## src/rtl/core/pgm_pkg.sv

```systemverilog
`timescale 1ns / 1ps
// ---------------------------------------------------------------------------
// pgm_pkg
// Shared types and constants of the slotted page manager.
// ---------------------------------------------------------------------------
package pgm_pkg;

   localparam int DEF_PAGE_BYTES   = 4096;
   localparam int DEF_HEADER_BYTES = 16;
   localparam int DEF_ENTRY_BYTES  = 8;
   localparam int DEF_MAX_SLOTS    = 512;

   localparam int OP_W   = 3;
   localparam int SLOT_W = 9;
   localparam int LEN_W  = 13;

   localparam logic [OP_W-1:0] OP_CLEAR  = 3'd0;
   localparam logic [OP_W-1:0] OP_CREATE = 3'd1;
   localparam logic [OP_W-1:0] OP_DELETE = 3'd2;
   localparam logic [OP_W-1:0] OP_RESIZE = 3'd3;
   localparam logic [OP_W-1:0] OP_GET    = 3'd4;

   localparam int REQ_DATA_W = 32;
   localparam int RSP_DATA_W = 80;

   typedef struct packed {
      logic [LEN_W-1:0]  move_length;
      logic [LEN_W-1:0]  move_dest;
      logic [LEN_W-1:0]  move_source;
      logic              move_valid;
      logic              record_live;
      logic [LEN_W-1:0]  record_size;
      logic [LEN_W-1:0]  record_offset;
      logic [SLOT_W-1:0] result_slot;
      logic              status;
   } rsp_type;

endpackage

```

## src/rtl/core/pgm_ctrl.sv

```systemverilog
`timescale 1ns / 1ps
// ---------------------------------------------------------------------------
// pgm_ctrl
// Opcode sequencer: checks, directory walk and write-back of the target.
// ---------------------------------------------------------------------------
module pgm_ctrl
   import pgm_pkg::*;
#(
   parameter int PAGE_BYTES   = DEF_PAGE_BYTES,
   parameter int HEADER_BYTES = DEF_HEADER_BYTES,
   parameter int ENTRY_BYTES  = DEF_ENTRY_BYTES,
   parameter int MAX_SLOTS    = DEF_MAX_SLOTS,
   localparam int PW = $clog2(PAGE_BYTES + 1),
   localparam int W  = (PW > LEN_W) ? PW : LEN_W,
   localparam int SW = $clog2(MAX_SLOTS),
   localparam int EW = 2 * W + 1
) (
   input  logic              clock,
   input  logic              reset,
   input  logic              req_valid,
   output logic              req_ready,
   input  logic [OP_W-1:0]   req_opcode,
   input  logic [SLOT_W-1:0] req_slot,
   input  logic [LEN_W-1:0]  req_length,
   input  logic              out_free,
   output logic              done,
   output rsp_type           result,
   output logic              rd_en,
   output logic [SW-1:0]     rd_addr,
   input  logic [EW-1:0]     rd_data,
   output logic              wr_en,
   output logic [SW-1:0]     wr_addr,
   output logic [EW-1:0]     wr_data
);

   localparam int CW = $clog2(MAX_SLOTS + 1);
   localparam int DW = W + CW + $clog2(ENTRY_BYTES + 1) + 3;

   localparam logic [2:0] ST_IDLE  = 3'd0;
   localparam logic [2:0] ST_LOOK  = 3'd1;
   localparam logic [2:0] ST_CHECK = 3'd2;
   localparam logic [2:0] ST_SWEEP = 3'd3;
   localparam logic [2:0] ST_TGT   = 3'd4;
   localparam logic [2:0] ST_DONE  = 3'd5;

   logic [2:0]        state_ff, state_in;
   logic [OP_W-1:0]   op_ff, op_in;
   logic [SLOT_W-1:0] idx_ff, idx_in;
   logic [W-1:0]      len_ff, len_in;
   logic [CW-1:0]     count_ff, count_in;
   logic [W-1:0]      fp_ff, fp_in;
   rsp_type           res_ff, res_in;
   logic [W-1:0]      delta_ff, delta_in;
   logic [W-1:0]      limit_ff, limit_in;
   logic [EW-1:0]     tgt_ff, tgt_in;
   logic [CW-1:0]     scan_ff, scan_in;
   logic              pend_ff, pend_in;
   logic [SW-1:0]     paddr_ff, paddr_in;

   logic [W-1:0]  e_off, e_len, region, grow, shrink;
   logic          e_live, bad, mv;
   logic [DW-1:0] dir, room;

   assign e_off  = rd_data[W-1:0];
   assign e_len  = rd_data[2*W-1:W];
   assign e_live = rd_data[2*W];
   assign dir    = DW'(HEADER_BYTES) + DW'(ENTRY_BYTES) * DW'(count_ff);
   assign region = (e_off >= fp_ff) ? e_off - fp_ff : '0;
   assign grow   = len_ff - e_len;
   assign shrink = e_len - len_ff;
   assign room   = (DW'(fp_ff) > dir) ? DW'(fp_ff) - dir : '0;
   assign bad    = (op_ff > OP_GET) || (DW'(idx_ff) >= DW'(count_ff)) || !e_live;
   assign mv     = (region != '0);

   assign req_ready = (state_ff == ST_IDLE);
   assign result    = res_ff;

   always_comb begin
      state_in = state_ff;
      op_in    = op_ff;
      idx_in   = idx_ff;
      len_in   = len_ff;
      count_in = count_ff;
      fp_in    = fp_ff;
      res_in   = res_ff;
      delta_in = delta_ff;
      limit_in = limit_ff;
      tgt_in   = tgt_ff;
      scan_in  = scan_ff;
      pend_in  = 1'b0;
      paddr_in = paddr_ff;
      rd_en    = 1'b0;
      rd_addr  = SW'(idx_ff);
      wr_en    = 1'b0;
      wr_addr  = SW'(idx_ff);
      wr_data  = tgt_ff;
      done     = 1'b0;
      case (state_ff)
         ST_IDLE: begin
            if (req_valid) begin
               op_in    = req_opcode;
               idx_in   = req_slot;
               len_in   = W'(req_length);
               state_in = ST_LOOK;
            end
         end
         ST_LOOK: begin
            rd_en    = 1'b1;
            state_in = ST_CHECK;
         end
         ST_CHECK: begin
            res_in   = '0;
            state_in = ST_DONE;
            if (op_ff == OP_CLEAR) begin
               count_in = '0;
               fp_in    = W'(PAGE_BYTES);
            end else if (op_ff == OP_CREATE) begin
               if (DW'(count_ff) >= DW'(MAX_SLOTS) ||
                   dir + DW'(ENTRY_BYTES) + DW'(len_ff) > DW'(fp_ff)) begin
                  res_in.status = 1'b1;
               end else begin
                  fp_in    = fp_ff - len_ff;
                  wr_en    = 1'b1;
                  wr_addr  = SW'(count_ff);
                  wr_data  = {1'b1, len_ff, fp_ff - len_ff};
                  count_in = count_ff + 1'b1;
                  res_in.result_slot   = SLOT_W'(count_ff);
                  res_in.record_offset = LEN_W'(fp_ff - len_ff);
                  res_in.record_size   = LEN_W'(len_ff);
                  res_in.record_live   = 1'b1;
               end
            end else if (bad) begin
               res_in.status = 1'b1;
            end else if (op_ff == OP_GET) begin
               res_in.record_offset = LEN_W'(e_off);
               res_in.record_size   = LEN_W'(e_len);
               res_in.record_live   = 1'b1;
            end else if (op_ff == OP_DELETE) begin
               res_in.move_valid = mv && (e_len != '0);
               if (mv && (e_len != '0)) begin
                  res_in.move_source = LEN_W'(fp_ff);
                  res_in.move_dest   = LEN_W'(fp_ff + e_len);
                  res_in.move_length = LEN_W'(region);
               end
               delta_in = e_len;
               limit_in = e_off;
               fp_in    = fp_ff + e_len;
               tgt_in   = '0;
               scan_in  = '0;
               state_in = ST_SWEEP;
            end else if (len_ff > e_len) begin
               if (DW'(grow) > room) begin
                  res_in.status = 1'b1;
               end else begin
                  res_in.move_valid = mv;
                  if (mv) begin
                     res_in.move_source = LEN_W'(fp_ff);
                     res_in.move_dest   = LEN_W'(fp_ff - grow);
                     res_in.move_length = LEN_W'(region);
                  end
                  res_in.record_offset = LEN_W'(e_off - grow);
                  res_in.record_size   = LEN_W'(len_ff);
                  res_in.record_live   = 1'b1;
                  delta_in = '0 - grow;
                  limit_in = e_off;
                  fp_in    = fp_ff - grow;
                  tgt_in   = {1'b1, len_ff, e_off - grow};
                  scan_in  = '0;
                  state_in = ST_SWEEP;
               end
            end else begin
               res_in.move_valid = mv && (shrink != '0);
               if (mv && (shrink != '0)) begin
                  res_in.move_source = LEN_W'(fp_ff);
                  res_in.move_dest   = LEN_W'(fp_ff + shrink);
                  res_in.move_length = LEN_W'(region);
               end
               res_in.record_offset = LEN_W'(e_off + shrink);
               res_in.record_size   = LEN_W'(len_ff);
               res_in.record_live   = 1'b1;
               delta_in = shrink;
               limit_in = e_off;
               fp_in    = fp_ff + shrink;
               tgt_in   = {1'b1, len_ff, e_off + shrink};
               scan_in  = '0;
               state_in = ST_SWEEP;
            end
         end
         ST_SWEEP: begin
            if (scan_ff < count_ff) begin
               rd_en    = 1'b1;
               rd_addr  = SW'(scan_ff);
               pend_in  = 1'b1;
               paddr_in = SW'(scan_ff);
               scan_in  = scan_ff + 1'b1;
            end else if (!pend_ff) begin
               state_in = ST_TGT;
            end
            if (pend_ff && e_live && (e_off < limit_ff)) begin
               wr_en   = 1'b1;
               wr_addr = paddr_ff;
               wr_data = {e_live, e_len, e_off + delta_ff};
            end
         end
         ST_TGT: begin
            wr_en    = 1'b1;
            state_in = ST_DONE;
         end
         ST_DONE: begin
            if (out_free) begin
               done     = 1'b1;
               state_in = ST_IDLE;
            end
         end
         default: begin
            state_in = ST_IDLE;
         end
      endcase
   end

   always_ff @(posedge clock) begin
      if (reset) begin
         state_ff <= ST_IDLE;
         count_ff <= '0;
         fp_ff    <= W'(PAGE_BYTES);
         pend_ff  <= 1'b0;
      end else begin
         state_ff <= state_in;
         count_ff <= count_in;
         fp_ff    <= fp_in;
         pend_ff  <= pend_in;
      end
      op_ff    <= op_in;
      idx_ff   <= idx_in;
      len_ff   <= len_in;
      res_ff   <= res_in;
      delta_ff <= delta_in;
      limit_ff <= limit_in;
      tgt_ff   <= tgt_in;
      scan_ff  <= scan_in;
      paddr_ff <= paddr_in;
   end

`ifndef SYNTHESIS
   a_count_max : assert property (@(posedge clock) disable iff (reset)
      DW'(count_ff) <= DW'(MAX_SLOTS))
      else $error("slot count beyond directory size");
   a_fp_max : assert property (@(posedge clock) disable iff (reset)
      DW'(fp_ff) <= DW'(PAGE_BYTES))
      else $error("free pointer beyond page end");
   a_sweep_addr : assert property (@(posedge clock) disable iff (reset)
      (state_ff == ST_SWEEP && wr_en) |-> (DW'(wr_addr) < DW'(count_ff)))
      else $error("walk writes outside the directory");
   a_done_free : assert property (@(posedge clock) disable iff (reset)
      done |-> (out_free && state_ff == ST_DONE))
      else $error("result issued while output busy");
   a_pend_sweep : assert property (@(posedge clock) disable iff (reset)
      pend_ff |-> (state_ff == ST_SWEEP))
      else $error("pending walk read outside walk");
`endif

endmodule
```

## config.mk

```make
export PLATFORM = sky130hd
export DESIGN_NAME = pgm_ctrl
export DESIGN_NICKNAME = d
export VERILOG_FILES = /design/src/rtl/core/pgm_pkg.sv /design/src/rtl/core/pgm_ctrl.sv
export SDC_FILE = /design/constraint.sdc
export NUM_CORES = 1
export LEC_CHECK = 0
export BUFFER_PORTS_ARGS = -buffer_cell sky130_fd_sc_hd__buf_4
export CAP_MARGIN = 20
export CORE_AREA = 2 2 235 237
export CTS_CLUSTER_DIAMETER = 150
export DETAILED_ROUTE_END_ITERATION = 8
export DIE_AREA = 0 0 237 239
export GPL_TIMING_DRIVEN = 1
export PLACE_DENSITY = 0.58
export SYNTH_ARGS = -nofsm -noshare
export SYNTH_HDL_FRONTEND = slang
export SYNTH_SLANG_ARGS = --single-unit
```

## constraint.sdc

```tcl
create_clock -name clock -period 11.4 [get_ports clock]
set_input_delay 3.42 -clock clock [delete_from_list [all_inputs] [get_ports clock]]
set_output_delay 3.42 -clock clock [all_outputs]
set_load 0.1 [all_outputs]
```

==> impl_summary.txt <==
----------------------------------------------------
[Die]
  I/O pin count ... approximately 180
  Starting utilization of the core area ... ~34%
  Standard-cell rows ... 86
  Core outline area ... about 54000 um2
  Chip Height ... 239 um
  Die Span X ... ~240 um
  Area of the die ... about 57000 um2

[Critical path]
  Critical path, cell by cell ... buf_4 > ha_1 > a21o_1 > a21o_1 > a21o_1 > a211oi_1 > o21ai_0 > nand2_2 > buf_4 > o21ai_0 > a211oi_1 > buf_4
  Kind of start point of the critical path ... input port
  Worst Setup End Kind ... primary output
  Max FO, Critical Path ... 52
  Cell class contributing the biggest share of worst-path delay ... compound AO/OA/AOI/OAI gates
  R2R Path Start ... fp_ff[3]
  Slowest-stage cell, CP ... buf_4
  Worst reg2reg endpoint ... tgt_ff[22]
  CP arrival ... between 6 and 7 ns
  Register-to-register path setup slack ... 4.05 ns
  Worst setup path category ... in -> out
  Delay of the slowest cell on the worst path ... roughly 0.46 ns
  Critical path buffers and inverters ... 3
  Worst path required time ... approximately 8 ns
  Count of cells along the worst register-to-register path ... 19

[Drt]
  Vias per Instance ... roughly 6
  Routed Antenna Nets ... 0
  Number of design rule violations left after detail routing ... 0
  Drt total wl ... 78900 um
  DRT iter0 DRCs ... approximately 2.1k
  Average routed wire per standard cell ... between 20 and 30 um
  Drt first pass iters ... 6
  Overall via count from detail_route ... between 15k and 20k

[Timing]
  Relative slew slack ... a little over a fifth
  Largest clock skew in the final design ... between 0.01 and 0.015 ns
  Maximum clock frequency ... roughly 0.10 GHz
  Number of setup violations in the final report ... 0
  Slew at the pin closest to its max-slew limit ... roughly 1.2 ns
  Setup repair after global routing missed its margin ... false
  Final period util ... between 80% and 90%
  Number of pins exceeding their max-slew limit in the final report ... 0
  Worst setup margin ... ~1.5 ns
  Setup Total Neg Slack ... 0 ns
  Crit path time final ... between 9 and 10 ns
  Hold Violations, Final ... 0
  Final worst hold slack ... about 0.60 ns

[Place]
  Post-DP HPWL ... between 60000 and 70000 um
  GP Congestion ... roughly 0.97
  Post-Place Worst Slack ... approximately 1.5 ns
  # port buffers ... between 150 and 200

[Min path]
  Cell count of the worst hold path ... 3
  Hold wc startpoint ... count_ff[5]
  Hold crit path type ... reg -> reg
  Worst min-delay path endpoint ... count_ff[6]

[Run status]
  Run status ... finished clean

[Finish]
  Area growth from synthesis to layout ... 17.7%
  Highest-count cells in the layout ignoring fill and taps ... nor2_1, buf_4, ha_1, edfxtp_1, a21oi_1
  Share of layout cells above drive strength 1 ... between 10% and 20%
  Total Nets Final ... around 2.5k
  Final cell utilization of the core ... 39.5%
  Most common library cell in the layout ignoring fill and taps ... nor2_1

[Global route]
  Total global-route track usage ... 26.9%
  Global-route wire length before repair ... about 110000 um
  Initial antenna violation count ... 1
  Maximum number of pins on one net before global-route repair ... 61
  Number of global-route vias before repair ... between 15k and 20k
  GRT overflow ... 0

[Clocking]
  CTS Hold Buffers Added ... 0
  Buffer cell driving the clock tree root ... clkbuf_16
  Resized cells post-CTS ... 0
  Clock transition at the registers of the reported paths ... 0.06 ns
  Clock latency at the later pin of the worst-skew pair ... 0.58 ns
  CTS Buf Count ... 27
  H-Tree Depth ... 1
  # clock sinks ... about 200
  TritonCTS clock tree ... built
  Post-CTS Repair Setup Buffers ... 0
  Clock Path Buffers ... 3

[Power]
  Power density over cell area ... approximately 180 nW/um2
  Largest vdd supply drop ... around 0.12 mV
  Static power due to leakage ... slightly below 9 nW

[Yosys]
  Mean post-synth cell area ... ~8.9 um2
  Gate Count Post-Synth ... a little over 2k
  Sequential fraction of the synthesis area ... between 30% and 40%
  Area of the mapped netlist ... 18200 um2
  Number of synthesized register bits ... ~200
  Top_reg_cell synth ... edfxtp_1
  Async set-or-reset flop fraction in the synthesized netlist ... 0%
  Warnings, synthesis ... 0
  Total nets after synthesis ... 2336
  Number of enable flip-flop cells after synthesis ... ~170
  Number of library cell types mapped by synthesis ... around 90

[Run]
  # Max-Cap Violations ... 0

----------------------------------------------------
## kinds of logic (layout without fill, tap and decap cells)
family,Yosys count,after routing,synth area share (%)
AND/OR/NAND/NOR,630,630,16.4
XOR/XNOR,134,134,6.52
flip-flops,201,201,31.7
multiplexers,15,15,0.893
AO/OA/AOI/OAI,638,638,24.0
buffers and inverters,210,406,4.54
adder cells (fa/ha/maj),226,226,16.0
other,0,4,0
## registers in the layout, summed over array words and instances, names as in the netlist
| signal | count |
|---|---|
| len_ff | 13 |
| tgt_ff | 27 |
| pend_ff | 1 |
| paddr_ff | 9 |
| idx_ff | 9 |
| fp_ff | 13 |
| scan_ff | 10 |
| op_ff | 3 |
| state_ff | 3 |
| count_ff | 10 |
| result | 77 |
| delta_ff | 13 |
| limit_ff | 13 |
## worst min-delay path, stage by stage, from the launching register on
cell,delay [ns]
dfxtp_1,0.33
nand4_1,0.09
xnor2_1,0.07
nor2_1,0.08
## per-layer routing
| metal | global-route usage (%) | wire (um) |
|---|---|---|
| met5 | 0 | 0 |
| met4 | 14.0 | 4480 |
| met3 | 3.57 | 6550 |
| met2 | 43.4 | 35500 |
| met1 | 35.3 | 32400 |
## final cells by class
| class | count | area (um2) |
|---|---|---|
| antenna | 4 | 10.0 |
| clock buffer | 29 | 683 |
| clock inverter | 21 | 256 |
| fill | 5453 | 32900 |
| inverter | 130 | 488 |
| multi-input combinational | 1643 | 11700 |
| sequential | 201 | 5770 |
| tap | 704 | 881 |
| timing repair buffer | 226 | 1700 |
## power breakdown
part	internal [mW]	leakage (nW)	total, mW	switching [mW]
Sequential	0.870	1.84	0.917	0.0473
Clock	0.550	0.458	0.921	0.371
Combinational	0.591	6.45	1.96	1.37
## through the flow
step	power, mW	std cells	instance area, um2
floorplan	2.24	2054	18200
global placement	2.83	2902	20500
detailed placement	2.84	2903	20500
CTS	3.76	2953	21400
global route	3.94	2954	21400
finish	3.80	2958	21400
## synthesized netlist by cell type, types with 8 or more instances
| library cell | number | area (um2) |
|---|---|---|
| o21ai_0 | 94 | 470 |
| o221ai_1 | 22 | 193 |
| edfxtp_1 | 174 | 5230 |
| inv_1 | 126 | 473 |
| mux2_2 | 10 | 113 |
| or3_1 | 20 | 125 |
| buf_1 | 9 | 33.8 |
| nand2b_1 | 23 | 144 |
| or2_2 | 8 | 50.1 |
| nand2_1 | 127 | 477 |
| o31a_1 | 10 | 87.6 |
| and3_1 | 20 | 125 |
| a211oi_1 | 36 | 270 |
| o31ai_1 | 17 | 128 |
| nor2b_1 | 22 | 138 |
| dfxtp_1 | 27 | 541 |
| o21a_1 | 34 | 255 |
| xnor2_1 | 98 | 858 |
| a31oi_1 | 26 | 163 |
| o211ai_1 | 34 | 255 |
| a21oi_1 | 162 | 811 |
| nor3_1 | 41 | 205 |
| nand3_1 | 59 | 295 |
| xor2_1 | 35 | 307 |
| fa_1 | 12 | 240 |
| a21o_1 | 44 | 330 |
| nor2_1 | 237 | 890 |
| a22oi_1 | 10 | 75.1 |
| o21ai_1 | 11 | 55.1 |
| and2_1 | 16 | 100 |
| clkbuf_1 | 54 | 203 |
| a22o_1 | 18 | 158 |
| ha_1 | 214 | 2680 |
| nor4_1 | 9 | 56.3 |
| o21bai_1 | 14 | 105 |
| buf_2 | 13 | 65.1 |
| nand4_1 | 16 | 100 |
## how the worst max path moves through the flow
| stage | to | start | slack [ns] | cells after the start |
|---|---|---|---|---|
| 6_report | wr_addr[5] | rd_data[5] | 1.46 | 12 |
| 5_1_grt | wr_addr[5] | rd_data[5] | 1.26 | 12 |
| 3_5_place_dp | wr_addr[5] | rd_data[5] | 1.48 | 12 |
| 3_3_place_gp | wr_addr[5] | rd_data[11] | 1.52 | 12 |
| 2_1_floorplan | wr_addr[0] | rd_data[5] | 0.34 | 11 |
| 4_1_cts | wr_addr[5] | rd_data[5] | 1.47 | 12 |
No activity file was read; power rests on OpenSTA's default activity.
